[src/rtl/core/lcs_pkg.sv]
`default_nettype none

package lcs_pkg;

    localparam int unsigned CAPACITY = 16;
    localparam int unsigned KEY_W    = 64;
    localparam int unsigned SIZE_W   = 16;
    localparam int unsigned CFG_W    = 5;

    localparam logic [CFG_W-1:0] MAX_ENTRIES_RST = CFG_W'(16);

    localparam logic CMD_LOOKUP = 1'b0;
    localparam logic CMD_ADD    = 1'b1;

    typedef struct packed {
        logic              valid;
        logic [KEY_W-1:0]  key;
        logic [SIZE_W-1:0] size;
    } t_rec;

    typedef struct packed {
        logic shift;
        logic evict;
    } t_cell_ctl;

endpackage

`default_nettype wire

[src/rtl/core/lcs_cell.sv]
`default_nettype none

// One position of the recency chain. Position 0 is the most recent record.
module lcs_cell (
    input  wire                              i_clk,
    input  wire                              i_rst_n,
    input  lcs_pkg::t_cell_ctl               i_ctl,
    input  lcs_pkg::t_rec                    i_prev,
    input  wire [lcs_pkg::KEY_W-1:0]         i_search_key,
    output lcs_pkg::t_rec                    o_rec,
    output logic                             o_match
);

    logic                       r_valid;
    logic [lcs_pkg::KEY_W-1:0]  r_key;
    logic [lcs_pkg::SIZE_W-1:0] r_size;
    logic                       n_valid;

    always_comb begin
        n_valid = r_valid;
        if (i_ctl.shift) begin
            n_valid = i_prev.valid;
        end
        // Eviction wins over a shift: the record falling past the limit is dropped.
        if (i_ctl.evict) begin
            n_valid = 1'b0;
        end
    end

    always_ff @(posedge i_clk) begin
        if (!i_rst_n) begin
            r_valid <= 1'b0;
        end else begin
            r_valid <= n_valid;
        end
    end

    always_ff @(posedge i_clk) begin
        if (i_ctl.shift) begin
            r_key  <= i_prev.key;
            r_size <= i_prev.size;
        end
    end

    assign o_rec.valid = r_valid;
    assign o_rec.key   = r_key;
    assign o_rec.size  = r_size;
    assign o_match     = r_valid && (r_key == i_search_key);

endmodule

`default_nettype wire

[src/rtl/core/lru_content_store.sv]
// Fully associative content store with least recently used replacement.
// Request channel (i_in_valid / o_in_ready) carries a command, a 64-bit key
// and a content size. A lookup returns one response on the output channel
// (o_out_valid / i_out_ready) with hit and stored size; an add returns none.
// Records sit in a chain of cells ordered by recency. Every request is
// compared against all cells at once and the chain shifts in the same cycle,
// so one request is taken per clock and a lookup response appears in the cycle
// after acceptance. The output register is the only stage: while a response
// waits, a new request is still taken if the receiver takes the response in
// the same cycle; a stalled receiver holds off further requests.
// i_cfg_we writes max_entries (0 acts as 1, values above the capacity act as
// the capacity). Lowering it evicts nothing until the next add, which trims
// the store to at most that many records.
// Synchronous reset empties the store, drops any pending response and sets
// max_entries to 16. There is no clearing pass; requests are taken at once.
`default_nettype none

module lru_content_store #(
    parameter int unsigned CAPACITY = lcs_pkg::CAPACITY
) (
    input  wire                          i_clk,
    input  wire                          i_rst_n,
    input  wire                          i_cfg_we,
    input  wire [lcs_pkg::CFG_W-1:0]     i_cfg_wdata,
    input  wire                          i_in_valid,
    output logic                         o_in_ready,
    input  wire                          i_command,
    input  wire [lcs_pkg::KEY_W-1:0]     i_key,
    input  wire [lcs_pkg::SIZE_W-1:0]    i_content_size,
    output logic                         o_out_valid,
    input  wire                          i_out_ready,
    output logic                         o_hit,
    output logic [lcs_pkg::SIZE_W-1:0]   o_stored_size
);

    logic [lcs_pkg::CFG_W-1:0]  r_max_entries;
    logic [lcs_pkg::CFG_W-1:0]  lim;
    logic                       r_out_valid;
    logic                       r_hit;
    logic [lcs_pkg::SIZE_W-1:0] r_size;

    logic                       acc;
    logic                       acc_add;
    logic                       acc_lookup;
    logic                       any_hit;
    logic [lcs_pkg::SIZE_W-1:0] hit_size;
    logic [CAPACITY-1:0]        match;

    lcs_pkg::t_rec      rec  [CAPACITY];
    lcs_pkg::t_rec      head;
    lcs_pkg::t_cell_ctl ctl  [CAPACITY];

    assign o_in_ready = !r_out_valid || i_out_ready;
    assign acc        = i_in_valid && o_in_ready;
    assign acc_add    = acc && (i_command == lcs_pkg::CMD_ADD);
    assign acc_lookup = acc && (i_command == lcs_pkg::CMD_LOOKUP);
    assign lim        = (r_max_entries == '0) ? lcs_pkg::CFG_W'(1) : r_max_entries;

    always_ff @(posedge i_clk) begin
        if (!i_rst_n) begin
            r_max_entries <= lcs_pkg::MAX_ENTRIES_RST;
        end else if (i_cfg_we) begin
            r_max_entries <= i_cfg_wdata;
        end
    end

    // Keys are unique among valid cells, so at most one match drives the OR.
    always_comb begin
        hit_size = '0;
        for (int j = 0; j < CAPACITY; j++) begin
            if (match[j]) begin
                hit_size = hit_size | rec[j].size;
            end
        end
    end
    assign any_hit = |match;

    // The record entering at the head: the new one on add, the hit one on lookup.
    always_comb begin
        head.valid = 1'b1;
        head.key   = i_key;
        head.size  = (i_command == lcs_pkg::CMD_ADD) ? i_content_size : hit_size;
    end

    for (genvar i = 0; i < CAPACITY; i++) begin : g_cell
        localparam int unsigned CellIdx = i;
        logic at_or_after;

        // Cells up to and including the matching one move back by one place; an add that misses moves every cell.
        assign at_or_after = |match[CAPACITY-1:i];
        assign ctl[i].shift = (acc_lookup && at_or_after)
                           || (acc_add && (at_or_after || !any_hit));
        assign ctl[i].evict = acc_add && (CellIdx >= 32'(lim));

        lcs_cell u_cell (
            .i_clk        (i_clk),
            .i_rst_n      (i_rst_n),
            .i_ctl        (ctl[i]),
            .i_prev       ((i == 0) ? head : rec[(i == 0) ? 0 : i-1]),
            .i_search_key (i_key),
            .o_rec        (rec[i]),
            .o_match      (match[i])
        );
    end

    always_ff @(posedge i_clk) begin
        if (!i_rst_n) begin
            r_out_valid <= 1'b0;
        end else if (acc_lookup) begin
            r_out_valid <= 1'b1;
        end else if (i_out_ready) begin
            r_out_valid <= 1'b0;
        end
    end

    always_ff @(posedge i_clk) begin
        if (acc_lookup) begin
            r_hit  <= any_hit;
            r_size <= any_hit ? hit_size : '0;
        end
    end

    assign o_out_valid   = r_out_valid;
    assign o_hit         = r_hit;
    assign o_stored_size = r_size;

endmodule

`default_nettype wire

[config.mk]
export PLATFORM = sky130hd
export DESIGN_NAME = lru_content_store
export DESIGN_NICKNAME = d
export VERILOG_FILES = /design/src/rtl/core/lcs_pkg.sv /design/src/rtl/core/lcs_cell.sv /design/src/rtl/core/lru_content_store.sv
export SDC_FILE = /design/constraint.sdc
export NUM_CORES = 2
export LEC_CHECK = 0
export BUFFER_PORTS_ARGS = -buffer_cell sky130_fd_sc_hd__buf_2
export CELL_PAD_IN_SITES_DETAIL_PLACEMENT = 1
export CELL_PAD_IN_SITES_GLOBAL_PLACEMENT = 1
export CORE_MARGIN = 2
export CORE_UTILIZATION = 49
export DETAILED_ROUTE_END_ITERATION = 8
export PLACE_DENSITY = 0.81
export SYNTH_ARGS = -nofsm -noshare
export SYNTH_HDL_FRONTEND = slang
export SYNTH_SLANG_ARGS = --single-unit
[constraint.sdc]
create_clock -name i_clk -period 8.57 [get_ports i_clk]
set_input_delay 1.714 -clock i_clk [delete_from_list [all_inputs] [get_ports i_clk]]
set_output_delay 1.714 -clock i_clk [all_outputs]
set_load 0.01 [all_outputs]
# Word-level counts from Yosys, hierarchy flattened

Cells that the tools add are included.

Bits in registers: 1,319
Latch bits: 0
Memory bits (writable): 0
Memory bits (read-only): 0
Input bits: 91
Output and inout port bits: 19
Memories: 0

Add/subtract/negate cells: 0
$mul: 0
Div/mod/pow operators: 0
Magnitude comparators: 16
Equal/unequal tests: 16
Shift operators: 0
Mux-type cells: 20
Bitwise gates (word level): 17
Reduce and logical (&&, ||, !) cells: 133

Operators with widths:

| cell                                                             | count |
|---|---|
| == test 64 bit                                                   | 16 |
| two-way mux 16 bit                                               | 17 |
| bitwise OR 16 bit                                                | 15 |
| logical AND 1 bit                                                | 66 |
| greater-or-equal comparator 4 x 5 -> 1 bit, first input constant | 8 |
| OR reduction 2 bit                                               | 17 |
| logical OR 1 bit                                                 | 32 |
| greater-or-equal comparator 3 x 5 -> 1 bit, first input constant | 4 |
| OR reduction 16 bit                                              | 1 |
| OR reduction 15 bit                                              | 1 |
| OR reduction 14 bit                                              | 1 |
| OR reduction 13 bit                                              | 1 |
| OR reduction 12 bit                                              | 1 |
| OR reduction 11 bit                                              | 1 |
| greater-or-equal comparator 1 x 5 -> 1 bit, first input constant | 2 |
| greater-or-equal comparator 2 x 5 -> 1 bit, first input constant | 2 |
| OR reduction 10 bit                                              | 1 |
| OR reduction 9 bit                                               | 1 |
| OR reduction 8 bit                                               | 1 |
| OR reduction 7 bit                                               | 1 |
| OR reduction 6 bit                                               | 1 |
| logical NOT 5 bit                                                | 1 |
| two-way mux 5 bit                                                | 1 |
| OR reduction 5 bit                                               | 1 |
| 6 further kinds                                                  | 9 |

# Logic depth before layout (Yosys ltp)

Depth in word-level cells: 34
Depth in mapped cells: 14
Mapped depth without buffers: 9

# By module

A second synthesis with hierarchy kept.

Cell total of the unflattened synthesis: 3,215
Area, all modules: 54,041.8 um2

By module, submodules not included:

| module            | instances | cells each | area an instance (um2) |
|---|---|---|---|
| lcs_cell          | 16        | 182        | 3,201.8 |
| lru_content_store | 1         | 303        | 2,812.7 |

# Least setup slack after synthesis

No wires, ideal clock.

Path type: input -> register
Start: in i_key[54] (netlist name)
End: reg g_cell[0].u_cell.r_key[0] (netlist name) (enable)
Setup time: 0.568 ns
Data arrival time: 7.926 ns
Data required time: 8.002 ns
Path slack: 0.076 ns
Stages on the path: 11
Buffers on the path: 4
Cell sequence: buf_2 buf_2 inv_1 a221oi_1 nand3_1 a2111oi_0 and4_1 buf_2 buf_2 inv_1 a31oi_1

RTL lines:

| what                   | line                    | text |
|---|---|---|
| start: declaration     | lru_content_store.sv:28 | `input wire [lcs_pkg::KEY_W-1:0] i_key,` |
| end signal: assignment | lcs_cell.sv:40          | `r_key <= i_prev.key;` |
| end: declaration       | lcs_cell.sv:15          | `logic [lcs_pkg::KEY_W-1:0] r_key;` |

==> metrics.txt <==
Comb pwr share 7.2%; Layout Cells excl Fill 5,113; count of final max-slew check failures 2; first-pass GRT wire length 269,000 um; # setup viols final 0; DR vias about 33,000; maxcap violations 1; cts hold-fix bufs 0; slowest cell delay on critical path between 1 and 1.5 ns; Max IR drop VDD 0.257 mV; drc violations 0; HPWL Detailed approximately 150,000 um; Syn Std Cell Area 54,600 um^2; Reg power frac 52.1%; hold depth 0; CTS resizes 0; data required time of the critical path 9.03 ns; Slew @ Worst Pin 1.63 ns; CTS Buf Count 136; die span in x 338 um; largest net degree at the start of global routing 82; R2R depth 10; grt total ovfl 0; PortBufs ~110; most numerous cell in the Yosys netlist edfxtp_1; Total Wirelength 197,000 um; Setup Skew 0.0537 ns; failing checks capacitance limit, slew limit; Yosys top cell by area edfxtp_1; Tot Pwr between 10 and 15 mW; Post-Syn Instances 3,347; kind of critical path in2reg; Vias per Instance 6.44; dominant synthesized flop cell edfxtp_1; synthesis-to-layout area growth 12.2%; Starting DRT DRC Count 4,679; top cells by area, synth edfxtp_1, xor2_1, xnor2_1; IO Pins 110; Max Clk Rate 149 MHz; Post-synth top cells edfxtp_1, xor2_1, xnor2_1; HP Class reg2reg; vias in the first global route 34,000; wire per inst just under 40 um; P_leak roughly 20 nW; overall routing resource usage 34.8%; Worst-path clk slew 0.06 ns; core box area 111,000 um^2; Sw Pwr around 3.6 mW; Mapped Nets about 3,400; ratio of cells with drive above 1 in the final layout 12.6%; share of the synthesized area in the top cell type 71.4%; PwrDens 238 nW/um^2; fin crit period around 6.7 ns; period utilization 78.1%; WHS approximately 0.42 ns; Synth Warn # 0; clock power share 40.7%; fillers between 10,000 and 15,000; Critical Path End Type register; Slowest-stage cell, CP nor4_1; Worst Path Max Fanout 50; kind of start point of the critical path input port; H-Tree Depth 4; status finished with violations; initial antenna violation count 7; Placer Congestion 1.06; switch share ~24%; Worst-Skew Late Latency 0.78 ns; Placed Cells 4,863; post-CTS setup buffers 0; number of enable flip-flop cells after synthesis 1,297; Unique masters post-synth 66; Slew headroom -9.36%; Mean Syn Cell Area 16.3 um^2; r2r startpoint g_cell[2].u_cell.r_key[37]; Final Hold Fails 0; DIE HEIGHT 338 um; Die ar. 114,000 um^2; Int Pwr 11.0 mW; antenna viol nets, final 0; nets 3,604; clk sinks 1,319; Root Driver clkbuf_16; reg-to-reg critical path endpoint g_cell[12].u_cell.r_key[43]; Rows roughly 120; critical path arrival approximately 7.2 ns; Starting Density 49.4%; worst min-delay path endpoint g_cell[12].u_cell.r_size[10]; flops & latches, synth 1,319; hold path startpoint g_cell[11].u_cell.r_size[10]; Setup TNS Final 0 ns; asr flop ratio synth 0%; critical path, cell by cell buf_2, xor2_1, nor4_1, nand3_1, nor4_4, buf_4, nor4_1, and4_4, a22oi_2, clkinv_2, buf_4; R2R Setup Slk about 3 ns; CTS tree yes; drt first pass iters 5; RSZ-0062 raised after global routing false; Max Root-Sink Buffers 3; post-synthesis sequential area ratio approximately 72%
==> state kept, by name, indices dropped and copies added (netlist names) <==
register / cells
r_max_entries: 5
o_stored_size: 16
g_cell.u_cell.r_key: 1024
g_cell.u_cell.r_size: 256
o_out_valid: 1
o_hit: 1
g_cell.u_cell.r_valid: 16
==> routing by layer <==
layer	GRT usage, %	up-vias	part of all wire, %	routed length (um)
li1	-	13100	-	-
met1	41.9	16800	34	67600
met2	55.9	2412	47	92600
met3	5.38	640	9.3	18300
met4	28.0	8	9.6	18900
met5	0	-	0.029	57
==> stage by stage <==
| stage | area, um^2 | util (%) | worst slack, ns |
|---|---|---|---|
| after floorplan | 54600 | - | 0.0758 |
| after global placement | 56800 | 51.4 | 1.79 |
| after detailed placement | 56800 | 51.4 | 1.61 |
| after CTS | 61200 | 55.4 | 2.42 |
| after global routing | 61200 | 55.4 | 1.97 |
| final | 61200 | 55.4 | 1.88 |
==> layout make-up <==
cell class	count	area, um^2	share of cell area [%]
clock buffer	156	3540	5.78
clock inverter	91	870	1.42
multi-input combinational	1772	13900	22.8
sequential	1319	39400	64.3
timing repair buffer	194	1280	2.10
antenna	3	7.51	0.0123
inverter	90	347	0.566
tap	1488	1860	3.04
==> power groups by stage <==
stage | sequential [mW] | clock (mW) | combinational [mW]
6_report | 7.60 | 5.94 | 1.05
5_1_grt | 7.61 | 6.17 | 1.06
3_5_place_dp | 7.72 | 0 | 1.01
4_1_cts | 7.59 | 5.96 | 1.02
2_1_floorplan | 7.64 | 0 | 0.564
3_3_place_gp | 7.70 | 0 | 0.979
==> worst max-delay path: cells and delay by family <==
kind / cells / cell delay [ns]
compound gates: 1 / 0.23
xor+xnor: 1 / 0.20
buf+inv: 4 / 2.51
simple gates: 5 / 2.41
==> cells in the final DEF, fill, tap and decap left out, drive strengths merged, types with 68 or more instances in the layout <==
cell type / count
edfxtp: 1297
nand4: 140
clkbuf: 156
nor4: 142
clkinv: 74
buf: 194
nand2b: 68
xnor2: 403
xor2: 432
inv: 90
==> how the worst max path moves through the flow <==
| stage | start | to | slack [ns] |
|---|---|---|---|
| detailed placement | i_key[6] | g_cell[12].u_cell.r_key[60] | 1.61 |
| finish | i_key[28] | g_cell[12].u_cell.r_key[43] | 1.88 |
| global route | i_key[59] | g_cell[12].u_cell.r_key[43] | 1.97 |
| CTS | i_key[56] | g_cell[12].u_cell.r_key[43] | 2.42 |
| global placement | i_key[51] | g_cell[12].u_cell.r_key[60] | 1.79 |
| floorplan | i_key[54] | g_cell[0].u_cell.r_key[0] | 0.08 |
==> kinds of logic after synthesis <==
| group | Yosys count | synth area share (%) |
|---|---|---|
| AO/OA/AOI/OAI | 332 | 4.92 |
| flip-flops | 1319 | 72.2 |
| AND/OR/NAND/NOR | 570 | 6.29 |
| multiplexers | 35 | 0.679 |
| buffers and inverters | 256 | 2.54 |
| XOR/XNOR | 835 | 13.4 |
Note: power is estimated with default switching activity, not from simulation.
